===== src/rtl/cag_pkg.sv =====
`default_nettype none

package cag_pkg;

    // Default grid size.
    localparam int unsigned MAX_COLS_DEF = 64;
    localparam int unsigned MAX_ROWS_DEF = 64;

    // Field widths of the request and result channels.
    localparam int unsigned OP_W  = 2;
    localparam int unsigned COL_W = 6;
    localparam int unsigned ROW_W = 6;

    // Configuration port.
    localparam int unsigned CFG_W  = 7;
    localparam int unsigned CFG_AW = 1;
    localparam logic [CFG_AW-1:0] CFG_MAP_WIDTH  = 1'b0;
    localparam logic [CFG_AW-1:0] CFG_MAP_HEIGHT = 1'b1;
    localparam logic [CFG_W-1:0]  CFG_SIZE_RESET = 7'd64;

    // Neighborhood window: 5x5 around the cell, 3x3 for the near count.
    localparam int unsigned WIN  = 5;
    localparam int unsigned HALF = (WIN - 1) / 2;

    // Automaton thresholds.
    localparam int unsigned KEEP_MIN   = 3;
    localparam int unsigned BIRTH_MIN  = 5;
    localparam int unsigned LONELY_MAX = 2;

    localparam logic RULE_CONSERVATIVE = 1'b0;
    localparam logic RULE_SMOOTH       = 1'b1;

    localparam logic KIND_READ = 1'b0;
    localparam logic KIND_GEN  = 1'b1;

    localparam logic CELL_WALL  = 1'b1;
    localparam logic CELL_FLOOR = 1'b0;

    typedef enum logic [OP_W-1:0] {
        OP_WRITE = 2'd0,
        OP_GEN   = 2'd1,
        OP_READ  = 2'd2
    } t_op;

    typedef enum logic [2:0] {
        ST_IDLE,
        ST_READ,
        ST_LOAD,
        ST_SWEEP,
        ST_STORE,
        ST_DONE
    } t_state;

    typedef struct packed {
        logic host_write;
        logic host_read;
        logic gen_start;
        logic load_step;
        logic sweep;
        logic store_row;
        logic read_resp;
        logic gen_resp;
    } t_cmd;

    typedef struct packed {
        logic out_free;
        logic load_last;
        logic col_last;
        logic row_last;
    } t_status;

endpackage

`default_nettype wire


===== src/rtl/cag_ctrl.sv =====
`default_nettype none

module cag_ctrl import cag_pkg::*; (
    input  logic            i_clk,
    input  logic            i_rst_n,
    input  logic            i_req_valid,
    output logic            o_req_ready,
    input  logic [OP_W-1:0] i_op,
    input  t_status         i_status,
    output t_cmd            o_cmd
);

    t_state r_state;
    t_state n_state;

    always_ff @(posedge i_clk) begin
        if (!i_rst_n) begin
            r_state <= ST_IDLE;
        end else begin
            r_state <= n_state;
        end
    end

    always_comb begin
        n_state     = r_state;
        o_cmd       = '0;
        o_req_ready = 1'b0;
        unique case (r_state)
            ST_IDLE: begin
                o_req_ready = 1'b1;
                if (i_req_valid) begin
                    unique case (i_op)
                        OP_WRITE: begin
                            o_cmd.host_write = 1'b1;
                        end
                        OP_READ: begin
                            o_cmd.host_read = 1'b1;
                            n_state         = ST_READ;
                        end
                        OP_GEN: begin
                            o_cmd.gen_start = 1'b1;
                            n_state         = ST_LOAD;
                        end
                        default: begin
                        end
                    endcase
                end
            end
            ST_READ: begin
                if (i_status.out_free) begin
                    o_cmd.read_resp = 1'b1;
                    n_state         = ST_IDLE;
                end
            end
            ST_LOAD: begin
                o_cmd.load_step = 1'b1;
                if (i_status.load_last) begin
                    n_state = ST_SWEEP;
                end
            end
            ST_SWEEP: begin
                o_cmd.sweep = 1'b1;
                if (i_status.col_last) begin
                    n_state = ST_STORE;
                end
            end
            ST_STORE: begin
                o_cmd.store_row = 1'b1;
                n_state = i_status.row_last ? ST_DONE : ST_LOAD;
            end
            ST_DONE: begin
                if (i_status.out_free) begin
                    o_cmd.gen_resp = 1'b1;
                    n_state        = ST_IDLE;
                end
            end
            default: begin
                n_state = ST_IDLE;
            end
        endcase
    end

endmodule

`default_nettype wire


===== config.mk =====
export PLATFORM = sky130hd
export DESIGN_NAME = cag_ctrl
export DESIGN_NICKNAME = d
export VERILOG_FILES = /design/src/rtl/cag_pkg.sv /design/src/rtl/cag_ctrl.sv
export SDC_FILE = /design/constraint.sdc
export NUM_CORES = 1
export LEC_CHECK = 0
export BUFFER_PORTS_ARGS = -buffer_cell sky130_fd_sc_hd__buf_2
export CORE_AREA = 2 2 39 41
export CTS_CLUSTER_SIZE = 24
export DETAILED_ROUTE_END_ITERATION = 7
export DIE_AREA = 0 0 41 43
export HOLD_SLACK_MARGIN = 0.06
export SETUP_SLACK_MARGIN = 0.1
export SLEW_MARGIN = 25
export SYNTH_ARGS = -nofsm -noshare
export SYNTH_HDL_FRONTEND = slang
export SYNTH_SLANG_ARGS = --single-unit

===== constraint.sdc =====
create_clock -name i_clk -period 1.25 [get_ports i_clk]
set_input_delay 0.0625 -clock i_clk [delete_from_list [all_inputs] [get_ports i_clk]]
set_output_delay 0.0625 -clock i_clk [all_outputs]
set_load 0.02 [all_outputs]

# Word level (Yosys, flattened, before mapping)
# Index checks and enable logic that the tools add are counted.
word_totals:
  ff_bits: 3
  output_inout_bits: 9
  elab_cells: 36
op_classes:
  eq_ne: 12
  n_mux: 19
  reduce_logical: 4
op_table:
  columns: ["op", "count"]
  rows:
  - ["3-bit 2-to-1 mux", 7]
  - ["3-bit case mux with 5 select lines", 1]
  - ["1-bit 2-to-1 mux", 10]
  - ["3-bit by 2-bit == test with 1-bit output, second input constant", 2]
  - ["3-bit == test, second input constant", 2]
  - ["2-bit != test, second input constant", 3]
  - ["3-bit case mux with 2 select lines", 1]
  - ["5-bit AND reduction", 1]
  - ["3-bit by 1-bit == test with 1-bit output, second input constant", 1]
  - ["3-bit zero test", 1]
  - ["3-bit by 1-bit != test with 1-bit output, second input constant", 1]
  - ["2-bit by 1-bit == test with 1-bit output, second input constant", 1]
  - ["2-bit == test, second input constant", 1]
  - ["2-bit zero test", 1]
  - ["2-bit by 1-bit != test with 1-bit output, second input constant", 1]
  - ["2-bit OR reduction", 1]

# Logic depth before layout (Yosys ltp)
depth:
  word_depth: 4
  mapped_depth: 5
  ltp_nobuf: 4

# Least setup slack after synthesis
# Ideal clock, no wire load.
synth_path:
  path_type: "reg2out"
  startpoint: "reg r_state[1]"
  endpoint: "out o_cmd[6] in the netlist's numbering"
  arrival_time_ns: 1.664
  setup_slack_ns: -0.476
  path_stages_with_launch: 4
  n_path_buf: 0
  cell_sequence: "dfxtp_1 nor3_1 nand2_1 nor3b_1"
synth_lines:
  columns: ["element", "line_no", "text"]
  rows:
  - ["from (decl)", "cag_ctrl.sv:13", "t_state r_state;"]
  - ["from (signal assigned)", "cag_ctrl.sv:20", "r_state <= n_state;"]
  - ["to (decl)", "cag_ctrl.sv:10", "output t_cmd o_cmd"]

==> summary.txt <==
outcome: finished with violations
violated checks: negative setup slack
worst setup slack after placement: 0.0134 ns
final cell utilization of the core: 0.425
Slowest Stage Delay on Critical Path: 0.35 ns
sequential cell fraction of total power: 0.193
Remaining DRCs: 0
row cnt: 14
vias per std cell: 4.82
max-slew violations: 0
dominant delay contributor by cell family on the critical path: simple AND/OR/NAND/NOR gates
power share of the combinational group: 0.588
met3 wirelength from detailed routing: 59 um
residual antenna-violating net count after detailed routing: 0
arrival time of the worst setup path: 1.23 ns
H-tree level count: 1
clock tree from TritonCTS: yes
CTS Root Buffer Type: sky130_fd_sc_hd__clkbuf_4
wire length of the first global-routing pass: 1520 um
Int Power: 0.461 mW
Top FF cell, synth: sky130_fd_sc_hd__dfxtp_1
Min-Delay Path Class: input pin to flop
Worst Setup End Kind: primary output
aggregate global-route resource usage: 0.126
type of element launching the critical path: flop
synth unique cells: 24
Max IR drop VDD: 0.000530 V
initial antenna violation count: 0
number of detailed-routing iterations run before antenna repair: 4
post-layout minimum cycle time: 1.30 ns
width of the die: 41 um
number of DRC markers after the initial detailed-route iteration: 5
DP Area: 465 um^2
share of synthesized area occupied by flip-flops and latches: 0.198
Longest Clk Path Bufs: 2
final count of negative-setup-slack endpoints: 4
Remaining Overflow, GRT: 0
summed area of non-filler cells in the final layout: 588 um^2
max layer used: met4
TritonCTS buffer count: 3
Worst Hold Margin: 0.115 ns
Leakage Power: 0.256 nW
launching instance or port of the critical path: r_state[0]
cell count after synthesis: 45
die outline area: 1760 um^2
final routed wire length divided by cell count: 11.2 um
final clock period utilization by the worst path: 1.04
slowest stage cell on the critical path: sky130_fd_sc_hd__dfxtp_4
setup repair after global routing missed its margin: true
effective utilization at floorplan: 0.220
async set-or-reset flop fraction in the synthesized netlist: 0
Switching Share: 0.405
setup TNS: -0.0993 ns
global placement routability congestion: 0.734
synthesized area divided by synthesized cell count: 6.76 um^2
Yosys warnings: 0
count of nets after finishing: 79
final hold vios: 0
Critical Path, Cell by Cell: nor3_4 > nand2_2 > nor3b_4 > buf_6
sum of buffers and inverters on the critical path: 1
WP data required: 1.19 ns
cts hold-fix bufs: 0
clock network fraction of design power: 0.219
dpl hpwl: 653 um
Die Ht: 43 um
total I/O pin count: 18
Synth Net Count: 54
maximum clock skew at final layout: 0.00163 ns
highest net fanout along the worst path: 6
met2 wire len: 502 um
relative area change from synthesis to final layout: 93.4%
headroom to the max-slew limit: 0.791
clk slew on worst S/H paths: 0.04 ns
hold path start: i_rst_n
worst skew pair latency: 0.23 ns
number of port buffers: 17
number of global-route vias before repair: 383
flip-flop and latch count after synthesis: 3
met1 routed wirelength after detailed routing: 369 um
max-cap check violation count: 0
count of antenna diodes in the layout: 0
Top Registers: r_state (3)
number of synthesized flops with an enable pin: 0
reg-to-reg startpoint: r_state[0]
CTS Sinks: 3
largest net degree at the start of global routing: 11
number of flip-flops in the largest register: 3
DRT Wirelength: 948 um
power per cell area: 1320 nW/um^2
total core area: 1380 um^2
post-synthesis instance area: 304 um^2
vias after detailed routing: 410
Worst Max-Slew Pin Slew: 0.309 ns
setup slack after layout: -0.0468 ns
switching power total: 0.314 mW
Critical Setup Path Class: flop to primary output
Largest Register: r_state
maximum clock frequency: 0.771 GHz
proportion of layout cells with a drive suffix above 1: 0.623
## power groups by stage
stage / sequential, mW / combinational, mW / clock, mW
floorplan: 0.136 / 0.272 / 0
global placement: 0.144 / 0.348 / 0
detailed placement: 0.144 / 0.348 / 0
CTS: 0.145 / 0.398 / 0.177
global route: 0.153 / 0.496 / 0.182
finish: 0.150 / 0.455 / 0.170
## final cells by class
class,count,area [um^2]
inverters,2,7.51
flip-flops and latches,3,68.8
clock buffers,4,26.3
fillers,147,796
repair buffers,23,173
multi-input cells,37,293
well taps,16,20.0
## layout by cell type (no fill, tap or decap), types with 2 or more instances in the layout
cell type                  count
sky130_fd_sc_hd__buf_2         9
sky130_fd_sc_hd__buf_4         9
sky130_fd_sc_hd__nand2_1       5
sky130_fd_sc_hd__buf_6         4
sky130_fd_sc_hd__nor2_1        3
sky130_fd_sc_hd__clkbuf_4      3
sky130_fd_sc_hd__inv_1         2
sky130_fd_sc_hd__nor3_4        2
sky130_fd_sc_hd__nor2_2        2
sky130_fd_sc_hd__o21ai_0       2
sky130_fd_sc_hd__a21oi_2       2
sky130_fd_sc_hd__mux2i_1       2
sky130_fd_sc_hd__nand3_1       2
sky130_fd_sc_hd__dfxtp_4       2
## timing repair
action	in CTS	in global routing
resized for setup	14	11
pin swaps	4	1
setup buffers	1	1
cloned	0	0
endpoints found under the setup margin	11	12
## cell families (layout without fill, tap and decap cells)
kind of cell | after synthesis | count (layout) | synth area share
compound gates | 7 | 7 | 0.144
xor+xnor | 1 | 1 | 0.0288
flops | 3 | 3 | 0.198
buf+inv | 5 | 29 | 0.0905
mux | 2 | 2 | 0.0658
simple gates | 27 | 27 | 0.473
## layer usage
metal / GRT usage / vias to the layer above
met5: 0 / -
met1: 0.169 / 189
met2: 0.181 / 17
li1: - / 202
met4: 0.0600 / 0
met3: 0.0314 / 2
## metrics by stage
step	power, mW	cells
3_3_place_gp	0.492	79
3_5_place_dp	0.492	79
2_1_floorplan	0.409	45
5_1_grt	0.831	85
4_1_cts	0.721	84
6_report	0.775	85
## worst min-delay path, stage by stage
cell                      delay [ns]
sky130_fd_sc_hd__buf_2          0.13
sky130_fd_sc_hd__nand2_1        0.06
sky130_fd_sc_hd__mux2i_1        0.05
## cells in the mapped netlist (2+ instances only)
cell / count / area, um^2
sky130_fd_sc_hd__nor3_1: 3 / 15.0
sky130_fd_sc_hd__nor2_1: 6 / 22.5
sky130_fd_sc_hd__a21oi_1: 2 / 10.0
sky130_fd_sc_hd__inv_1: 2 / 7.51
sky130_fd_sc_hd__nand3_1: 2 / 10.0
sky130_fd_sc_hd__o21ai_0: 2 / 10.0
sky130_fd_sc_hd__nand2_1: 6 / 22.5
sky130_fd_sc_hd__dfxtp_1: 3 / 60.1
sky130_fd_sc_hd__nor3b_1: 3 / 22.5
sky130_fd_sc_hd__mux2i_1: 2 / 20.0
## path summary, 6_finish.rpt
path	slack, ns	to	depth (start not counted)
worst max register to register	-0.03	r_state[1]	5
worst max-delay path	-0.05	o_cmd[6]	4
worst min-delay path	0.11	r_state[0]	3
worst min register to register	0.67	r_state[0]	3
No activity file was read; power rests on OpenSTA's default activity.
